`src/swmm_div.sv`:
```
// Restoring divider, one quotient bit per cycle.
// No dependencies; divisor must be non-zero when started.
module swmm_div #(
    parameter int unsigned DW = 25,
    parameter int unsigned VW = 9
) (
    input  logic          clk,
    input  logic          rst_n,
    input  logic          start,
    input  logic [DW-1:0] dividend,
    input  logic [VW-1:0] divisor,
    output logic          done,
    output logic [DW-1:0] quotient
);

    localparam int unsigned NW = $clog2(DW + 1);

    logic [VW-1:0] rem_reg, rem_next;
    logic [DW-1:0] quot_reg, quot_next;
    logic [VW-1:0] dvs_reg;
    logic [NW-1:0] cnt_reg, cnt_next;
    logic          busy_reg, busy_next;
    logic          done_reg, done_next;
    logic [VW:0]   shifted;
    logic [VW:0]   diff;

    // one restoring step
    always_comb
    begin
        shifted   = {rem_reg, quot_reg[DW-1]};
        diff      = shifted - {1'b0, dvs_reg};
        rem_next  = rem_reg;
        quot_next = quot_reg;
        cnt_next  = cnt_reg;
        busy_next = busy_reg;
        done_next = 1'b0;
        if (start)
        begin
            rem_next  = '0;
            quot_next = dividend;
            cnt_next  = NW'(DW);
            busy_next = 1'b1;
        end
        else if (busy_reg)
        begin
            if (!diff[VW])
            begin
                rem_next  = diff[VW-1:0];
                quot_next = {quot_reg[DW-2:0], 1'b1};
            end
            else
            begin
                rem_next  = shifted[VW-1:0];
                quot_next = {quot_reg[DW-2:0], 1'b0};
            end
            cnt_next = cnt_reg - 1'b1;
            if (cnt_reg == NW'(1))
            begin
                busy_next = 1'b0;
                done_next = 1'b1;
            end
        end
    end

    always_ff @(posedge clk or negedge rst_n)
    begin
        if (!rst_n)
        begin
            busy_reg <= 1'b0;
            done_reg <= 1'b0;
            cnt_reg  <= '0;
        end
        else
        begin
            busy_reg <= busy_next;
            done_reg <= done_next;
            cnt_reg  <= cnt_next;
        end
    end

    always_ff @(posedge clk)
    begin
        rem_reg  <= rem_next;
        quot_reg <= quot_next;
        if (start)
        begin
            dvs_reg <= divisor;
        end
    end

    assign done     = done_reg;
    assign quotient = quot_reg;

endmodule

```
`config.mk`:
```
export PLATFORM = sky130hd
export DESIGN_NAME = swmm_div
export DESIGN_NICKNAME = d
export VERILOG_FILES = /design/src/swmm_div.sv
export SDC_FILE = /design/constraint.sdc
export NUM_CORES = 1
export LEC_CHECK = 0
export ABC_AREA = 1
export BUFFER_PORTS_ARGS = -buffer_cell sky130_fd_sc_hd__buf_2
export CAP_MARGIN = 10
export CORE_ASPECT_RATIO = 2
export CORE_MARGIN = 2
export CORE_UTILIZATION = 54
export DETAILED_ROUTE_END_ITERATION = 6
export GPL_TIMING_DRIVEN = 0
export PLACE_DENSITY = 0.89
export SYNTH_ARGS = -nofsm -noshare
export SYNTH_HDL_FRONTEND = slang
export SYNTH_SLANG_ARGS = --single-unit
```
`constraint.sdc`:
```
create_clock -name clk -period 2.1 [get_ports clk]
set_input_delay 0 -clock clk [delete_from_list [all_inputs] [get_ports clk]]
set_output_delay 0 -clock clk [all_outputs]
set_load 0.02 [all_outputs]
```
==> results of run 1 <==
-- synth_stat cells, types with 2 or more instances --
| cell | instances |
|---|---|
| nand3_1 | 14 |
| o21ai_0 | 4 |
| nand2_1 | 131 |
| nand3b_1 | 2 |
| inv_1 | 42 |
| nand3_2 | 11 |
| nor2_4 | 2 |
| xor2_1 | 2 |
| xnor2_1 | 2 |
| a21oi_1 | 6 |
| dfrtp_1 | 7 |
| nor2_1 | 11 |
| buf_1 | 2 |
| edfxtp_1 | 34 |
| ha_1 | 11 |
| dfxtp_1 | 9 |
| nand2_2 | 9 |
| clkbuf_1 | 3 |
-- report_power, final --
| group | internal, mW | switching, mW | leakage (nW) |
|---|---|---|---|
| Combinational | 0.584 | 0.881 | 1.29 |
| Clock | 0.230 | 0.322 | 0.0426 |
| Sequential | 1.22 | 0.107 | 0.516 |
| Total | 2.03 | 1.31 | 1.85 |
-- stage by stage --
stage	area, µm²	utilization [%]
after floorplan	2694	-
after global placement	3075	63.81
after detailed placement	3075	63.81
after CTS	3497	72.56
after global routing	3502	72.66
final	3502	72.66
-- layout by cell type (no fill, tap or decap), types with 2 or more instances in the layout --
cell,n
xor2_1,2
nand2_2,10
clkinv_1,2
nand3_2,11
a21oi_1,6
clkbuf_8,5
clkbuf_1,4
edfxtp_1,34
dfxtp_1,9
ha_1,11
buf_1,2
inv_1,42
xnor2_1,2
nand2_1,130
nor2_4,2
nand3_1,14
dfrtp_1,7
buf_2,63
dlygate4sd3_1,34
o21ai_0,4
nor2_1,11
nand3b_1,2
-- layer usage --
layer / up-vias / track usage (%) / share of wire (%)
met3: 25 / 3.161 / 4.8
met5: - / 0 / 0
met2: 116 / 51.57 / 56
li1: 1196 / - / -
met1: 1150 / 29.86 / 34
met4: 0 / 19.78 / 5.0
-- layout make-up --
type / count / share of cell area (%)
flip-flops and latches: 50 / 39.30
multi-input cells: 213 / 31.62
repair buffers: 96 / 18.58
inverters: 44 / 4.716
clock buffers: 6 / 2.072
well taps: 57 / 2.036
plain buffers: 8 / 1.429
clock inverters: 2 / 0.2501
-- cells by family (layout without fill, tap and decap cells) --
kind of cell	after synthesis	count (layout)	synth area share [%]
AOI/OAI and AO/OA	13	13	2.648
xor gates and xnor gates	4	4	1.301
adders and majority gates	12	12	5.852
buffers and inverters	52	156	7.988
DFF	50	50	51.09
and+or+nand+nor	184	184	31.12
-- path summary, 6_finish.rpt --
check | endpoint | slack (ns) | start | cells after the start
worst max-delay path | rem_reg[8] | 0.18 | quotient[24] | 12
worst min-delay path | cnt_reg[1] | 0.04 | rst_n | 2
worst max register to register | rem_reg[8] | 0.18 | quotient[24] | 12
worst min register to register | rem_reg[2] | 0.48 | rem_reg[2] | 2
max in group asynchronous | cnt_reg[4] | 1.90 | rst_n | 2
min in group clk | dvs_reg[4] | 0.09 | start | 1
-- timing repair --
action	4_1_cts	5_1_grt
endpoints found under the setup margin	0	2
endpoints found under the hold margin	40	0
resized for setup	0	2
hold buffers	34	0
==> results_tabular.tex, run 1 <==
\begin{tabular}{lr}
\hline
Metric & Value \\
\hline
\multicolumn{2}{l}{\textbf{STA}} \\
Slew Viols, Final & 0 \\
Hold WS & 0.03503 ns \\
Total negative slack for setup checks & 0 ns \\
Highest achievable clock rate & $\sim$520 MHz \\
Number of endpoints failing setup at the final stage & 0 \\
Worst slew pin tran & $\sim$0.99 ns \\
Setup repair after global routing missed its margin & no \\
Post-layout minimum cycle time & between 1.5 and 2 ns \\
Period utilization & between 90\% and 100\% \\
Layout Skew & a little under 0.009 ns \\
Worst-case headroom to the max-slew limit & $\sim$34\% \\
Worst-case setup margin in the final layout & 0.1754 ns \\
Count of endpoints failing hold in the final timing report & 0 \\
\multicolumn{2}{l}{\textbf{Finish}} \\
N\_diodes & 0 \\
Area overhead of the layout relative to synthesis & 30.00\% \\
Net count, final & $\sim$470 \\
Fillcell total & about 310 \\
Post-layout instance count excluding filler cells & roughly 480 \\
Fraction of final layout cells sized beyond drive strength 1 & between 20\% and 30\% \\
Area of the multi-input gates & 1107 µm² \\
FF/Latch Area & approximately 1400 µm² \\
Flip-flop count of the largest register after layout & 25 \\
\multicolumn{2}{l}{\textbf{Synth}} \\
Number of enable flip-flop cells after synthesis & 34 \\
Fraction of the yosys area taken by sequential cells & between 50\% and 60\% \\
Ranking of synthesized cells by area & edfxtp\_1, nand2\_1, dfxtp\_1 \\
Number of instances in the synthesized netlist & 315 \\
Most instantiated flip-flop cell in the synthesis netlist & edfxtp\_1 \\
Number of storage elements in the synthesis netlist & 50 \\
Post-synth net total & approximately 360 \\
Post-synthesis instance area & around 2700 µm² \\
Count of distinct cell types in the synthesized netlist & 31 \\
Synthesis Warnings & 0 \\
Post-synth top area cell & edfxtp\_1 \\
Fraction of post-synthesis cell area in the top cell type by area & around 38\% \\
Synthesized area per cell & roughly 8.6 µm² \\
Async set or reset register ratio after synthesis & around 14\% \\
\multicolumn{2}{l}{\textbf{Setup path}} \\
Delay of the slowest cell on the worst path & around 0.38 ns \\
WP data required & $\sim$2.3 ns \\
Kind of cell with the highest combined delay on the critical path & simple AND/OR/NAND/NOR gates \\
Crit path cell chain & inv\_1, ha\_1, fa\_2, nand3b\_1, nand2\_2, nand2\_1, nand3\_1, nand2\_1, inv\_1, nand2\_1, nand3\_1, nand2\_1 \\
Element type at the critical path start & flop \\
Kind of capture point of the worst setup path & flop \\
Largest driver fanout on the critical path & 3 \\
Critical path buffers and inverters & 2 \\
Data arrival time at the worst-slack endpoint & about 2.1 ns \\
Library cell contributing the largest single delay on the critical path & edfxtp\_1 \\
Classification of the worst setup path & reg2reg \\
Crit path top cell by count & nand2\_1 \\
\multicolumn{2}{l}{\textbf{Run}} \\
Max cap viols & 0 \\
\multicolumn{2}{l}{\textbf{Floorplan}} \\
Floorplan die width & roughly 54 µm \\
Count of pins on the block boundary & 63 \\
Initial core utilization & between 50\% and 60\% \\
Y dimension of the die & about 100 µm \\
FP Rows & 36 \\
Area of the core & 4820 µm² \\
Die outline area & 5604 µm² \\
\multicolumn{2}{l}{\textbf{Detailed routing}} \\
DR iter-0 viols & 66 \\
Routed via count & between 2000 and 2500 \\
Post-route DRC violation count & 0 \\
Detailed-route vias per instance & between 5 and 6 \\
Wire length per cell after detailed routing & 15.22 µm \\
Count of nets left with antenna violations after detail routing & 0 \\
Number of optimization iterations in the first detailed-route pass & 5 \\
Final WL & 7247 µm \\
\multicolumn{2}{l}{\textbf{Placement}} \\
Detail Placement HPWL & approximately 4600 µm \\
Gpl congestion & just under 0.9 \\
Post-placement worst setup slack & $\sim$0.07 ns \\
Number of placed cells counting well taps & 434 \\
\# port buffers & 62 \\
\multicolumn{2}{l}{\textbf{Global route}} \\
First-pass GRT wire length & between 10000 and 15000 µm \\
GRT Residual Overflow & 0 \\
Vias in the first global route & between 2000 and 3000 \\
Antenna violations before repair & 0 \\
Pin count of the biggest net entering global routing & 27 \\
Overall Global Routing Usage & approximately 30\% \\
\multicolumn{2}{l}{\textbf{Min path}} \\
Class of the most critical hold timing path & in2async \\
\multicolumn{2}{l}{\textbf{Clocking}} \\
Postcts setup bufs & 0 \\
CTS Buf Count & 5 \\
Latest clock arrival within the worst-skew pair & around 0.32 ns \\
CTS max path bufs & 2 \\
CTS tree & done \\
Count of clock tree sinks & 50 \\
CTS clock-pin slew for the worst setup and hold paths & 0.09 ns \\
Clk root buf & clkbuf\_8 \\
CTS HTree Levels & 2 \\
\multicolumn{2}{l}{\textbf{Run status}} \\
Outcome & finished, final reports clean \\
\multicolumn{2}{l}{\textbf{Power}} \\
Static Leak & between 1.5 and 2 nW \\
Peak VDD IR & 785.9 µV \\
Power density over the cells & $\sim$950 nW/µm² \\
Total power after layout & 3.340 mW \\
\hline
\end{tabular}
No activity file was read; power rests on OpenSTA's default activity.
==> run 2, diff against run 1 <==
==> config.mk (replaced) <==
export PLATFORM = sky130hd
export DESIGN_NAME = swmm_div
export DESIGN_NICKNAME = d
export VERILOG_FILES = /design/src/swmm_div.sv
export SDC_FILE = /design/constraint.sdc
export NUM_CORES = 1
export LEC_CHECK = 0
export BUFFER_PORTS_ARGS = -buffer_cell sky130_fd_sc_hd__buf_2
export CAP_MARGIN = 10
export CORE_ASPECT_RATIO = 2
export CORE_MARGIN = 2
export CORE_UTILIZATION = 53
export DETAILED_ROUTE_END_ITERATION = 6
export GPL_TIMING_DRIVEN = 0
export PLACE_DENSITY = 0.88
export SYNTH_ARGS = -nofsm -noshare
export SYNTH_HDL_FRONTEND = slang
export SYNTH_SLANG_ARGS = --single-unit
==> run 2 against run 1 <==
The run now ends with hold timing, setup timing left; clock power up 10%; non-clock buffer count increased by 2; critical path depth is 5 lower; cell count decreased by 20%; power down 27%; critical path type unchanged; largest power group is now sequential cells.
==> results_tabular.tex, run 2 <==
\begin{tabular}{lr}
\hline
Metric & Value \\
\hline
\multicolumn{2}{l}{\textbf{Detailed routing}} \\
Post-route DRC violation count & 0 (unchanged) \\
Detailed-route vias per instance & 5.683 (was 5.225) \\
Count of nets left with antenna violations after detail routing & 0 (unchanged) \\
Number of optimization iterations in the first detailed-route pass & 4 (was 5) \\
Wire length per cell after detailed routing & 17.49 µm (was 15.22 µm) \\
Final WL & 6628 µm (was 7247 µm) \\
Routed via count & 2154 (was 2487) \\
DR iter-0 viols & 67 (was 66) \\
\multicolumn{2}{l}{\textbf{Finish}} \\
Commonest cells after routing, fill and taps aside & buf\_2, edfxtp\_1, dlygate4sd3\_1 (was nand2\_1, buf\_2, inv\_1) \\
FF/Latch Area & 1378 µm² (was 1376 µm²) \\
N\_diodes & 0 (unchanged) \\
Net count, final & 370 (was 467) \\
Fraction of final layout cells sized beyond drive strength 1 & 37.89\% (was 23.87\%) \\
Flip-flop count of the largest register after layout & 25 (unchanged) \\
Area of the multi-input gates & 1181 µm² (was 1107 µm²) \\
Most common cell after layout, fill and taps aside & buf\_2 (was nand2\_1) \\
Fillcell total & 327 (was 312) \\
Area overhead of the layout relative to synthesis & 34.67\% (was 30.00\%) \\
\multicolumn{2}{l}{\textbf{Synth}} \\
Most frequently used cell type in the post-synthesis netlist & edfxtp\_1 (was nand2\_1) \\
Post-synth net total & 267 (was 364) \\
Most instantiated cells after synthesis & edfxtp\_1, mux2\_2, inv\_1 (was nand2\_1, inv\_1, edfxtp\_1) \\
Post-synthesis instance area & 2584 µm² (was 2694 µm²) \\
Fraction of the yosys area taken by sequential cells & 53.27\% (was 51.09\%) \\
Post-synth top area cell & edfxtp\_1 (unchanged) \\
Async set or reset register ratio after synthesis & 14.00\% (unchanged) \\
Count of distinct cell types in the synthesized netlist & 48 (was 31) \\
Number of storage elements in the synthesis netlist & 50 (unchanged) \\
Synthesis Warnings & 0 (unchanged) \\
Ranking of synthesized cells by area & edfxtp\_1, mux2\_2, dfxtp\_1 (was edfxtp\_1, nand2\_1, dfxtp\_1) \\
Synthesized area per cell & 11.85 µm² (was 8.552 µm²) \\
Most instantiated flip-flop cell in the synthesis netlist & edfxtp\_1 (unchanged) \\
Fraction of post-synthesis cell area in the top cell type by area & 39.52\% (was 37.90\%) \\
Number of enable flip-flop cells after synthesis & 34 (unchanged) \\
Number of instances in the synthesized netlist & 218 (was 315) \\
\multicolumn{2}{l}{\textbf{Clocking}} \\
Clk root buf & clkbuf\_8 (unchanged) \\
CTS clock-pin slew for the worst setup and hold paths & 0.10 ns (was 0.09 ns) \\
CTS max path bufs & 2 (unchanged) \\
CTS Buf Count & 5 (unchanged) \\
CTS HTree Levels & 2 (unchanged) \\
CTS tree & done (unchanged) \\
Count of clock tree sinks & 50 (unchanged) \\
Latest clock arrival within the worst-skew pair & 0.32 ns (about the same) \\
\multicolumn{2}{l}{\textbf{Placement}} \\
Post-placement worst setup slack & -0.6048 ns (was 0.07004 ns) \\
\# port buffers & 62 (unchanged) \\
Detail Placement HPWL & 3981 µm (was 4625 µm) \\
Gpl congestion & 0.8073 (was 0.8815) \\
\multicolumn{2}{l}{\textbf{STA}} \\
Count of endpoints failing hold in the final timing report & 1 (was 0) \\
Worst slew pin tran & 0.5940 ns (was 0.9911 ns) \\
Post-layout minimum cycle time & 2.502 ns (was 1.925 ns) \\
Slew Viols, Final & 0 (unchanged) \\
Hold WS & -0.0008717 ns (was 0.03503 ns) \\
Period utilization & 119.1\% (was 91.65\%) \\
Worst-case setup margin in the final layout & -0.4020 ns (was 0.1754 ns) \\
Number of endpoints failing setup at the final stage & 19 (was 0) \\
Layout Skew & 0.01363 ns (was 0.008767 ns) \\
Setup repair after global routing missed its margin & yes (was no) \\
Worst-case headroom to the max-slew limit & 60.40\% (was 33.85\%) \\
Highest achievable clock rate & 399.7 MHz (was 519.6 MHz) \\
\multicolumn{2}{l}{\textbf{Run status}} \\
Outcome & finished, violations left (was finished, final reports clean) \\
Violations in the final reports & hold timing, setup timing \\
\multicolumn{2}{l}{\textbf{Floorplan}} \\
Initial core utilization & 54.11\% (was 55.89\%) \\
Floorplan die width & 53.37 µm (was 53.94 µm) \\
Area of the core & 4775 µm² (was 4820 µm²) \\
FP Rows & 36 (unchanged) \\
Y dimension of the die & 102.7 µm (was 103.9 µm) \\
Count of pins on the block boundary & 63 (unchanged) \\
Die outline area & 5483 µm² (was 5604 µm²) \\
\multicolumn{2}{l}{\textbf{Global route}} \\
Antenna violations before repair & 0 (unchanged) \\
Overall Global Routing Usage & 25.36\% (was 29.33\%) \\
First-pass GRT wire length & 10010 µm (was 11720 µm) \\
Vias in the first global route & 2149 (was 2576) \\
GRT Residual Overflow & 0 (unchanged) \\
Pin count of the biggest net entering global routing & 26 (was 27) \\
\multicolumn{2}{l}{\textbf{Setup path}} \\
Classification of the worst setup path & reg2reg (unchanged) \\
WP data required & 2.33 ns (was 2.31 ns) \\
Element type at the critical path start & flop (unchanged) \\
Data arrival time at the worst-slack endpoint & 2.74 ns (was 2.14 ns) \\
Kind of capture point of the worst setup path & flop (unchanged) \\
Largest driver fanout on the critical path & 4 (was 3) \\
\multicolumn{2}{l}{\textbf{Min path}} \\
Class of the most critical hold timing path & in2reg (was in2async) \\
\multicolumn{2}{l}{\textbf{Power}} \\
Static Leak & 1.496 nW (was 1.845 nW) \\
Peak VDD IR & 645.2 µV (was 785.9 µV) \\
Power density over the cells & 697.0 nW/µm² (was 953.7 nW/µm²) \\
\multicolumn{2}{l}{\textbf{Run}} \\
Max cap viols & 0 (unchanged) \\
\hline
\end{tabular}
==> run 2: changes by cell type after synthesis, moves of 6 or more <==
cell / change
mux2_2: +25
nand2_2: -9
nand3_2: -11
nand2_1: -117
o21ai_0: +7
nand3_1: -6
inv_1: -27
==> run 2: what timing repair did <==
action                                  in CTS  in global routing
hold buffers                                29                  1
endpoints found under the setup margin      10                 35
setup buffers                                5                  0
hold endpoints to repair                    35                  1
resized for setup                            8                  3
pin swaps                                   10                  6
==> run 2: final cells by class <==
class / instances / area share (%)
Buffer: 9 / 1.259
Inverter: 15 / 1.618
Sequential cell: 50 / 39.59
Clock inverter: 3 / 0.8270
Clock buffer: 5 / 1.978
Tap cell: 57 / 2.050
Multi-Input combinational cell: 143 / 33.94
Timing Repair Buffer: 97 / 18.73
==> run 2: final timing paths <==
path / start / to / slack (ns) / depth (start not counted)
setup / recovery: rem_reg[0] / rem_reg[6] / -0.40 / 7
hold / removal: dividend[17] / quotient[17] / -0.0009 / 2
setup reg to reg: rem_reg[0] / rem_reg[6] / -0.40 / 7
hold reg to reg: rem_reg[4] / rem_reg[4] / 0.53 / 2
max in group asynchronous: rst_n / busy_reg / 1.90 / 2
min in group asynchronous: rst_n / cnt_reg[4] / 0.04 / 2
==> run 2: power by group <==
group          switching [mW]  internal, mW  leakage, nW
logic                   0.313         0.289        0.938
clock network           0.359         0.250       0.0506
registers              0.0605          1.15        0.507
total                   0.733          1.69         1.50
==> run 2: layer usage <==
metal,part of all wire [%],global-route usage (%),routed length [µm]
met3,4.7,5.217,313
met5,0,0,0
met2,57,46.53,3778
met4,2.0,8.087,130
met1,36,28.07,2405
==> run 2: worst max-delay path, stage by stage, from the launching register on <==
cell and delay [ns]:
dfxtp_1 0.46, ha_4 0.24, nor2b_4 0.13, o2111a_2 0.26, or4b_4 0.53, a21o_4 0.23
a221o_1 0.33, a311oi_2 0.24
==> run 2: cells by family after synthesis <==
kind of cell	Yosys count	synth area share, %
adder cells (fa/ha/maj)	12	6.102
multiplexers	25	10.90
flip-flops	50	53.27
buffers and inverters	25	3.923
AND/OR/NAND/NOR	56	11.04
AO/OA/AOI/OAI	42	12.06
XOR/XNOR	8	2.712
==> run 2: through the flow <==
step / area, µm² / power (mW) / cells / utilization (%) / setup TNS, ns
2_1_floorplan: 2614 / 1.576 / 218 / - / -2.225
3_3_place_gp: 2995 / 1.708 / 337 / 62.74 / -3.528
3_5_place_dp: 2995 / 1.733 / 337 / 62.74 / -6.120
4_1_cts: 3458 / 2.401 / 378 / 72.43 / -3.564
5_1_grt: 3480 / 2.529 / 379 / 72.88 / -7.249
6_report: 3480 / 2.425 / 379 / 72.88 / -3.572
